==> src/rct_pkg.sv <==
// ----------------------------------------------------------------------------
// rct_pkg: shared types and constants of the relative compare timer
// Command codes, default counter width and the result record.
// ----------------------------------------------------------------------------
`default_nettype none

package rct_pkg;

  // Default counter width
  localparam int unsigned CountWidthDef = 32;

  // Width of the delay field and of the reported count
  localparam int unsigned FieldWidth = 32;

  // Command codes carried in the kind field
  localparam logic [1:0] KIND_TICK     = 2'd0;
  localparam logic [1:0] KIND_RESET    = 2'd1;
  localparam logic [1:0] KIND_SCHEDULE = 2'd2;
  localparam logic [1:0] KIND_CANCEL   = 2'd3;

  // One result transaction
  typedef struct packed {
    logic                  fire;
    logic [FieldWidth-1:0] count_value;
  } rct_result_t;

endpackage : rct_pkg

`default_nettype wire

==> src/relative_compare_timer.sv <==
// ----------------------------------------------------------------------------
// relative_compare_timer: free-running tick counter with relative compare
// Input register, single-step timer core, result register.
// ----------------------------------------------------------------------------
//   Channel | Direction | Handshake          | Payload
//   in_     | input     | in_valid/in_stall  | in_kind, in_delay_ticks
//   out_    | output    | out_valid/out_stall| out_fire, out_count_value
//
// One transaction per cycle sustained while the result is not stalled; each
// result passes the input register, then the result register.
// The timer core updates its state in the cycle a command moves from the
// input register into the result register.
// A stalled result holds the result register and a full input register; in_stall rises only when both are full.
// Synchronous active-low reset clears valids and timer state.
`default_nettype none

module relative_compare_timer
  import rct_pkg::*;
#(
  parameter int unsigned COUNT_WIDTH = CountWidthDef
) (
  input  wire logic                  clk,
  input  wire logic                  rst_n,
  input  wire logic                  in_valid,
  output logic                       in_stall,
  input  wire logic [1:0]            in_kind,
  input  wire logic [FieldWidth-1:0] in_delay_ticks,
  output logic                       out_valid,
  input  wire logic                  out_stall,
  output logic                       out_fire,
  output logic [FieldWidth-1:0]      out_count_value
);

  logic                  in_valid_r;
  logic [1:0]            kind_r;
  logic [FieldWidth-1:0] delay_r;
  logic                  out_valid_r;
  rct_result_t           result_r;
  rct_result_t           result;
  logic                  advance;
  logic                  in_take;

  // Move a transaction forward when the result slot is free or being drained
  assign advance  = !out_valid_r || !out_stall;
  assign in_stall = in_valid_r && !advance;
  assign in_take  = in_valid && !in_stall;

  // Capture the input transaction
  always_ff @(posedge clk) begin
    if (!rst_n) begin
      in_valid_r <= 1'b0;
    end else if (!in_stall) begin
      in_valid_r <= in_valid;
    end
  end

  always_ff @(posedge clk) begin
    if (in_take) begin
      kind_r  <= in_kind;
      delay_r <= in_delay_ticks;
    end
  end

  rct_core #(
    .COUNT_WIDTH(COUNT_WIDTH)
  ) u_core (
    .clk        (clk),
    .rst_n      (rst_n),
    .step_en    (in_valid_r && advance),
    .kind       (kind_r),
    .delay_ticks(delay_r),
    .result     (result)
  );

  // Hold the result until taken
  always_ff @(posedge clk) begin
    if (!rst_n) begin
      out_valid_r <= 1'b0;
    end else if (advance) begin
      out_valid_r <= in_valid_r;
    end
  end

  always_ff @(posedge clk) begin
    if (advance && in_valid_r) begin
      result_r <= result;
    end
  end

  assign out_valid       = out_valid_r;
  assign out_fire        = result_r.fire;
  assign out_count_value = result_r.count_value;

endmodule : relative_compare_timer

`default_nettype wire

==> src/rct_core.sv <==
// ----------------------------------------------------------------------------
// rct_core: timer state and single-step update
// Holds counter, compare point, last point and arm flag; applies one
// command per enabled cycle and forms its result.
// ----------------------------------------------------------------------------
`default_nettype none

module rct_core
  import rct_pkg::*;
#(
  parameter int unsigned COUNT_WIDTH = CountWidthDef
) (
  input  wire logic                  clk,
  input  wire logic                  rst_n,
  input  wire logic                  step_en,
  input  wire logic [1:0]            kind,
  input  wire logic [FieldWidth-1:0] delay_ticks,
  output rct_result_t                result
);

  logic [COUNT_WIDTH-1:0] tick_count_r,    tick_count_nxt;
  logic [COUNT_WIDTH-1:0] compare_point_r, compare_point_nxt;
  logic [COUNT_WIDTH-1:0] last_point_r,    last_point_nxt;
  logic                   armed_r,         armed_nxt;

  logic [COUNT_WIDTH+FieldWidth-1:0] delay_wide;
  logic [COUNT_WIDTH-1:0]            delay_cw;
  logic [COUNT_WIDTH-1:0]            tick_inc;
  logic [COUNT_WIDTH-1:0]            sched_sum;
  logic [COUNT_WIDTH-1:0]            elapsed;
  logic                              late;
  logic                              fire;
  logic [COUNT_WIDTH+FieldWidth-1:0] count_wide;

  // Fit the delay to the counter width (truncate or zero-extend)
  assign delay_wide = {{COUNT_WIDTH{1'b0}}, delay_ticks};
  assign delay_cw   = delay_wide[COUNT_WIDTH-1:0];

  assign tick_inc  = tick_count_r + {{(COUNT_WIDTH-1){1'b0}}, 1'b1};
  assign sched_sum = last_point_r + delay_cw;
  assign elapsed   = tick_count_r - last_point_r;
  // Late when counter is past the old point by more than the delay, no wrap fix
  assign late      = (tick_count_r > last_point_r) && (delay_cw < elapsed);

  // Next state and fire for the current command
  always_comb begin
    tick_count_nxt    = tick_count_r;
    compare_point_nxt = compare_point_r;
    last_point_nxt    = last_point_r;
    armed_nxt         = armed_r;
    fire              = 1'b0;
    case (kind)
      KIND_TICK: begin
        tick_count_nxt = tick_inc;
        fire           = armed_r && (tick_inc == compare_point_r);
      end
      KIND_RESET: begin
        tick_count_nxt = '0;
        last_point_nxt = '0;
        armed_nxt      = 1'b0;
      end
      KIND_SCHEDULE: begin
        last_point_nxt = sched_sum;
        if (late) begin
          fire = 1'b1;
        end else begin
          compare_point_nxt = sched_sum;
          armed_nxt         = 1'b1;
        end
      end
      KIND_CANCEL: begin
        armed_nxt = 1'b0;
      end
      default: begin
        armed_nxt = armed_r;
      end
    endcase
  end

  // Report the low bits of the count after the step
  assign count_wide         = {{FieldWidth{1'b0}}, tick_count_nxt};
  assign result.fire        = fire;
  assign result.count_value = count_wide[FieldWidth-1:0];

  // Commit state on an enabled step
  always_ff @(posedge clk) begin
    if (!rst_n) begin
      tick_count_r    <= '0;
      compare_point_r <= '0;
      last_point_r    <= '0;
      armed_r         <= 1'b0;
    end else if (step_en) begin
      tick_count_r    <= tick_count_nxt;
      compare_point_r <= compare_point_nxt;
      last_point_r    <= last_point_nxt;
      armed_r         <= armed_nxt;
    end
  end

endmodule : rct_core

`default_nettype wire

==> config.mk <==
export PLATFORM = sky130hd
export DESIGN_NAME = relative_compare_timer
export DESIGN_NICKNAME = d
export VERILOG_FILES = /design/src/rct_pkg.sv /design/src/relative_compare_timer.sv /design/src/rct_core.sv
export SDC_FILE = /design/constraint.sdc
export NUM_CORES = 1
export LEC_CHECK = 0
export BUFFER_PORTS_ARGS = -buffer_cell sky130_fd_sc_hd__buf_4
export CAP_MARGIN = 20
export CORE_MARGIN = 1.5
export CORE_UTILIZATION = 37
export DETAILED_ROUTE_END_ITERATION = 12
export PLACE_DENSITY = 0.52
export RECOVER_POWER = 100
export SLEW_MARGIN = 20
export SYNTH_ARGS = -nofsm -noshare
export SYNTH_HDL_FRONTEND = slang
export SYNTH_SLANG_ARGS = --single-unit
==> constraint.sdc <==
create_clock -name clk -period 4.3 [get_ports clk]
set_clock_uncertainty 0.1 [all_clocks]
set_input_delay 0.86 -clock clk [delete_from_list [all_inputs] [get_ports clk]]
set_output_delay 0.86 -clock clk [all_outputs]
set_load 0.005 [all_outputs]
==> impl_metrics.csv <==
group,metric,value,unit
global_route,grt-busiest-layer,"met1",
logic_synthesis,synthSimpleGateAreaFrac,18.33,%
floorplan,ios,73,
critical_path,critPathKind,"register to register",
clocking,clk_pin_slew,0.07,ns
detailed_routing,first_pass_iters,5,
critical_path,cp-end-kind,"register",
logic_synthesis,synth_top_area_share,17.90,%
floorplan,die_y,177.3,microns
timing,setup_ws,-0.01965,ns
clocking,cts_max_path_buffers,2,
worst_hold_path,min_to,"u_core.compare_point_r[28]",
logic_synthesis,async_flop_share,0,%
logic_synthesis,muxShareOfSynthArea,2.783,%
final_layout,layout-drive-gt1-share,23.88,%
timing,max_freq,231.5,MHz
detailed_routing,viasPerCell,5.355,
logic_synthesis,synth_flop_cell,"dfxtp_1",
floorplan,rows,63,
logic_synthesis,synthTopCellsByArea,"edfxtp_1 18%, dfxtp_1 18%, ha_1 11%",
critical_path,critical_path_arrival,4.56,ns
pwr,power,4.433,mW
critical_path,crit_family,"compound AO/OA/AOI/OAI gates",
logic_synthesis,synth_edf_count,67,
final_layout,n_antenna_cell,0,
run_status,violations,"max-capacitance violations, max-slew violations, negative setup slack",
critical_path,worst_setup_path_start_kind,"register",
clocking,root_buffer,"clkbuf_16",
floorplan,die_area,31430,sq um
placed_design,gp_congestion,0.8872,
worst_hold_path,min_path_type,"register to register",
detailed_routing,drt-total-wl,34300,microns
timing,min_period,4.320,ns
placed_design,place_hpwl,26320,microns
logic_synthesis,yosys.area_share.adder,11.38,%
global_route,grtUsageMet1,34.06,%
flow_run,drv_cap,1,
detailed_routing,drtIter0Drc,723,
logic_synthesis,synth_top_family_by_area,"compound AO/OA/AOI/OAI gates",
logic_synthesis,synthDistinctLibCells,68,
detailed_routing,vias,10210,
global_route,grt_pass1_wl,53540,microns
clocking,cts-buffers-inserted,17,
clocking,htreeDepth,4,
clocking,cts.sinks,166,
global_route,grt_overflow_total,0,
pwr,pwr_density_cell,310.4,nW/um^2
floorplan,die_x,177.3,microns
logic_synthesis,yosysTopAreaCell,"edfxtp_1",
critical_path,crit_chain,"ha_2 -> a21o_1 -> a31oi_4 -> o21ai_1 -> nand3_1 -> a31oi_1 -> buf_4 -> o2111ai_4 -> a31oi_4 -> a211oi_2 -> xor2_1 -> ha_1 -> a21oi_2 -> o21ai_2 -> a211oi_2 -> nand2_1 -> or3_4 -> and3_4 -> and3_4 -> a211o_1",
global_route,grt_max_degree,55,
worst_hold_path,hold_path.startpoint,"u_core.compare_point_r[28]",
final_layout,fin_area,14280,sq um
timing,setup_tns,-0.02478,ns
timing,finalCritPeriodShare,100.5,%
clocking,cts_tree,"done",
logic_synthesis,yosys.area_share.xor_xnor,8.417,%
placed_design,placed_area,13180,sq um
global_route,grt_pass1_vias,9575,
timing,slew_violations,35,
detailed_routing,drc,0,
logic_synthesis,synth_seq_cells,166,
critical_path,cp_max_fo,4,
run_status,outcome,"complete, but fails checks",
logic_synthesis,synth_area,11240,sq um
timing,relSlewSlack,-20.74,%
global_route,track_usage,22.35,%
final_layout,area_growth,27.06,%
critical_path,r2r-start,"u_core.tick_count_r[12]",
timing,worst_pin_slew,1.803,ns
critical_path,crit_path_top_delay_cell,"dfxtp_2",
timing,grt_setup_unrepaired,"yes",
logic_synthesis,syn_area_per_cell,8.546,sq um
critical_path,crit_start,"u_core.tick_count_r[12]",
clocking,clk_latency,0.45,ns
critical_path,crit_buf_inv,1,
logic_synthesis,synth_compound_area_share,19.23,%
timing,hold_viol_final,0,
global_route,met3_usage,3.243,%
critical_path,reg2reg_slack,-0.02,ns
detailed_routing,ant_nets,0,
logic_synthesis,netlist_instances,1315,
logic_synthesis,synth_nets,1454,
logic_synthesis,synthTopCellsByCount,"137 x nor2_1, 133 x nand2_1, 111 x a21oi_1, 99 x dfxtp_1, 99 x ha_1",
final_layout,final_nets,1642,
floorplan,core,29800,sq um
worst_hold_path,hold_depth,2,
logic_synthesis,synth-warning-count,0,
global_route,antenna_found_initial,0,
pwr,vdd.ir_drop.worst,0.2496,mV
detailed_routing,wire_per_inst,17.99,microns
floorplan,initial_utilization,37.72,%
global_route,grtUsageMet2,32.50,%
logic_synthesis,yosysMostFrequentCell,"nor2_1",
pwr,leakage,5.820,nW
placed_design,portBuffers,72,
critical_path,critPathMaxStageDelay,0.40,ns
critical_path,ff2ff_path_depth,20,
logic_synthesis,synth_seq_area_share,35.54,%
critical_path,required,4.54,ns
critical_path,reg2reg_to,"u_core.compare_point_r[14]",
timing,finalSetupViolations,2,
layout make-up:
class / count / area [sq um]
clock inverter: 8 / 60.06
timing repair buffer: 227 / 1702
tap: 390 / 488.0
clock buffer: 24 / 514.2
fill: 2871 / 15520
multi-input combinational: 1023 / 7234
sequential: 166 / 4024
inverter: 68 / 257.7
per-layer routing:
layer	vias to the layer above	wire, microns
met4	0	537
met3	27	1710
met1	4779	17790
li1	5133	-
met2	267	14250
met5	-	0
where the power goes:
part	switching (mW)	leakage, nW	total, mW	internal, mW
clock network	0.682	0.286	1.53	0.846
logic	0.613	4.08	1.16	0.543
registers	0.0494	1.45	1.75	1.70
total	1.34	5.82	4.43	3.09
cell usage in the layout (no fill, tap or decap), types with 29 or more instances in the layout:
cell type	count
a21o_1	37
a21oi_1	97
buf_4	142
clkbuf_4	70
dfxtp_1	77
edfxtp_1	67
ha_1	86
inv_1	58
mux2i_1	29
nand2_1	131
nand3_1	39
nand4_1	29
nor2_1	130
nor3_1	29
o21ai_0	59
xnor2_1	66
xor2_1	42
registers in the layout, indices dropped and copies added, names as in the netlist:
signal,cells
u_core.tick_count_r,32
u_core.armed_r,1
out_fire,1
out_count_value,32
u_core.last_point_r,32
out_valid,1
delay_r,32
u_core.compare_point_r,32
kind_r,2
in_valid_r,1
cells by family after synthesis:
logic type	Yosys count
simple gates	440
compound gates	343
flops	166
buf+inv	126
xor+xnor	108
fa+ha+maj	101
mux	31
how the worst max path moves through the flow:
| stage | endpoint | cells after the start |
|---|---|---|
| 2_1_floorplan | u_core.compare_point_r[14] | 24 |
| 3_3_place_gp | u_core.armed_r | 21 |
| 3_5_place_dp | u_core.armed_r | 21 |
| 4_1_cts | u_core.armed_r | 21 |
| 5_1_grt | u_core.armed_r | 21 |
| 6_report | u_core.compare_point_r[14] | 20 |
through the flow:
step	worst slack, ns	std cells	hold WS, ns	utilization, %
6_report	-0.01965	1906	0.3798	47.93
5_1_grt	-0.2199	1906	0.4086	47.93
4_1_cts	-0.0006031	1901	0.3801	47.09
3_5_place_dp	-0.3328	1857	0.3616	44.23
3_3_place_gp	-0.3289	1857	0.3578	44.23
2_1_floorplan	0.01268	1315	0.3433	-
repair_timing:
item / 4_1_cts / 5_1_grt
hold buffers: 0 / 0
setup buffers: 13 / 6
setup endpoints to repair: 34 / 34
gates resized for setup: 34 / 69
pin swaps: 35 / 31
worst register-to-register path: stages (launching register included):
cell	delay, ns
dfxtp_2	0.40
ha_2	0.30
a21o_1	0.20
a31oi_4	0.17
o21ai_1	0.09
nand3_1	0.10
a31oi_1	0.05
buf_4	0.16
o2111ai_4	0.27
a31oi_4	0.12
a211oi_2	0.20
xor2_1	0.17
ha_1	0.30
a21oi_2	0.17
o21ai_2	0.09
a211oi_2	0.19
nand2_1	0.08
or3_4	0.37
and3_4	0.23
and3_4	0.16
a211o_1	0.27
Note: power is estimated with default switching activity, not from simulation.
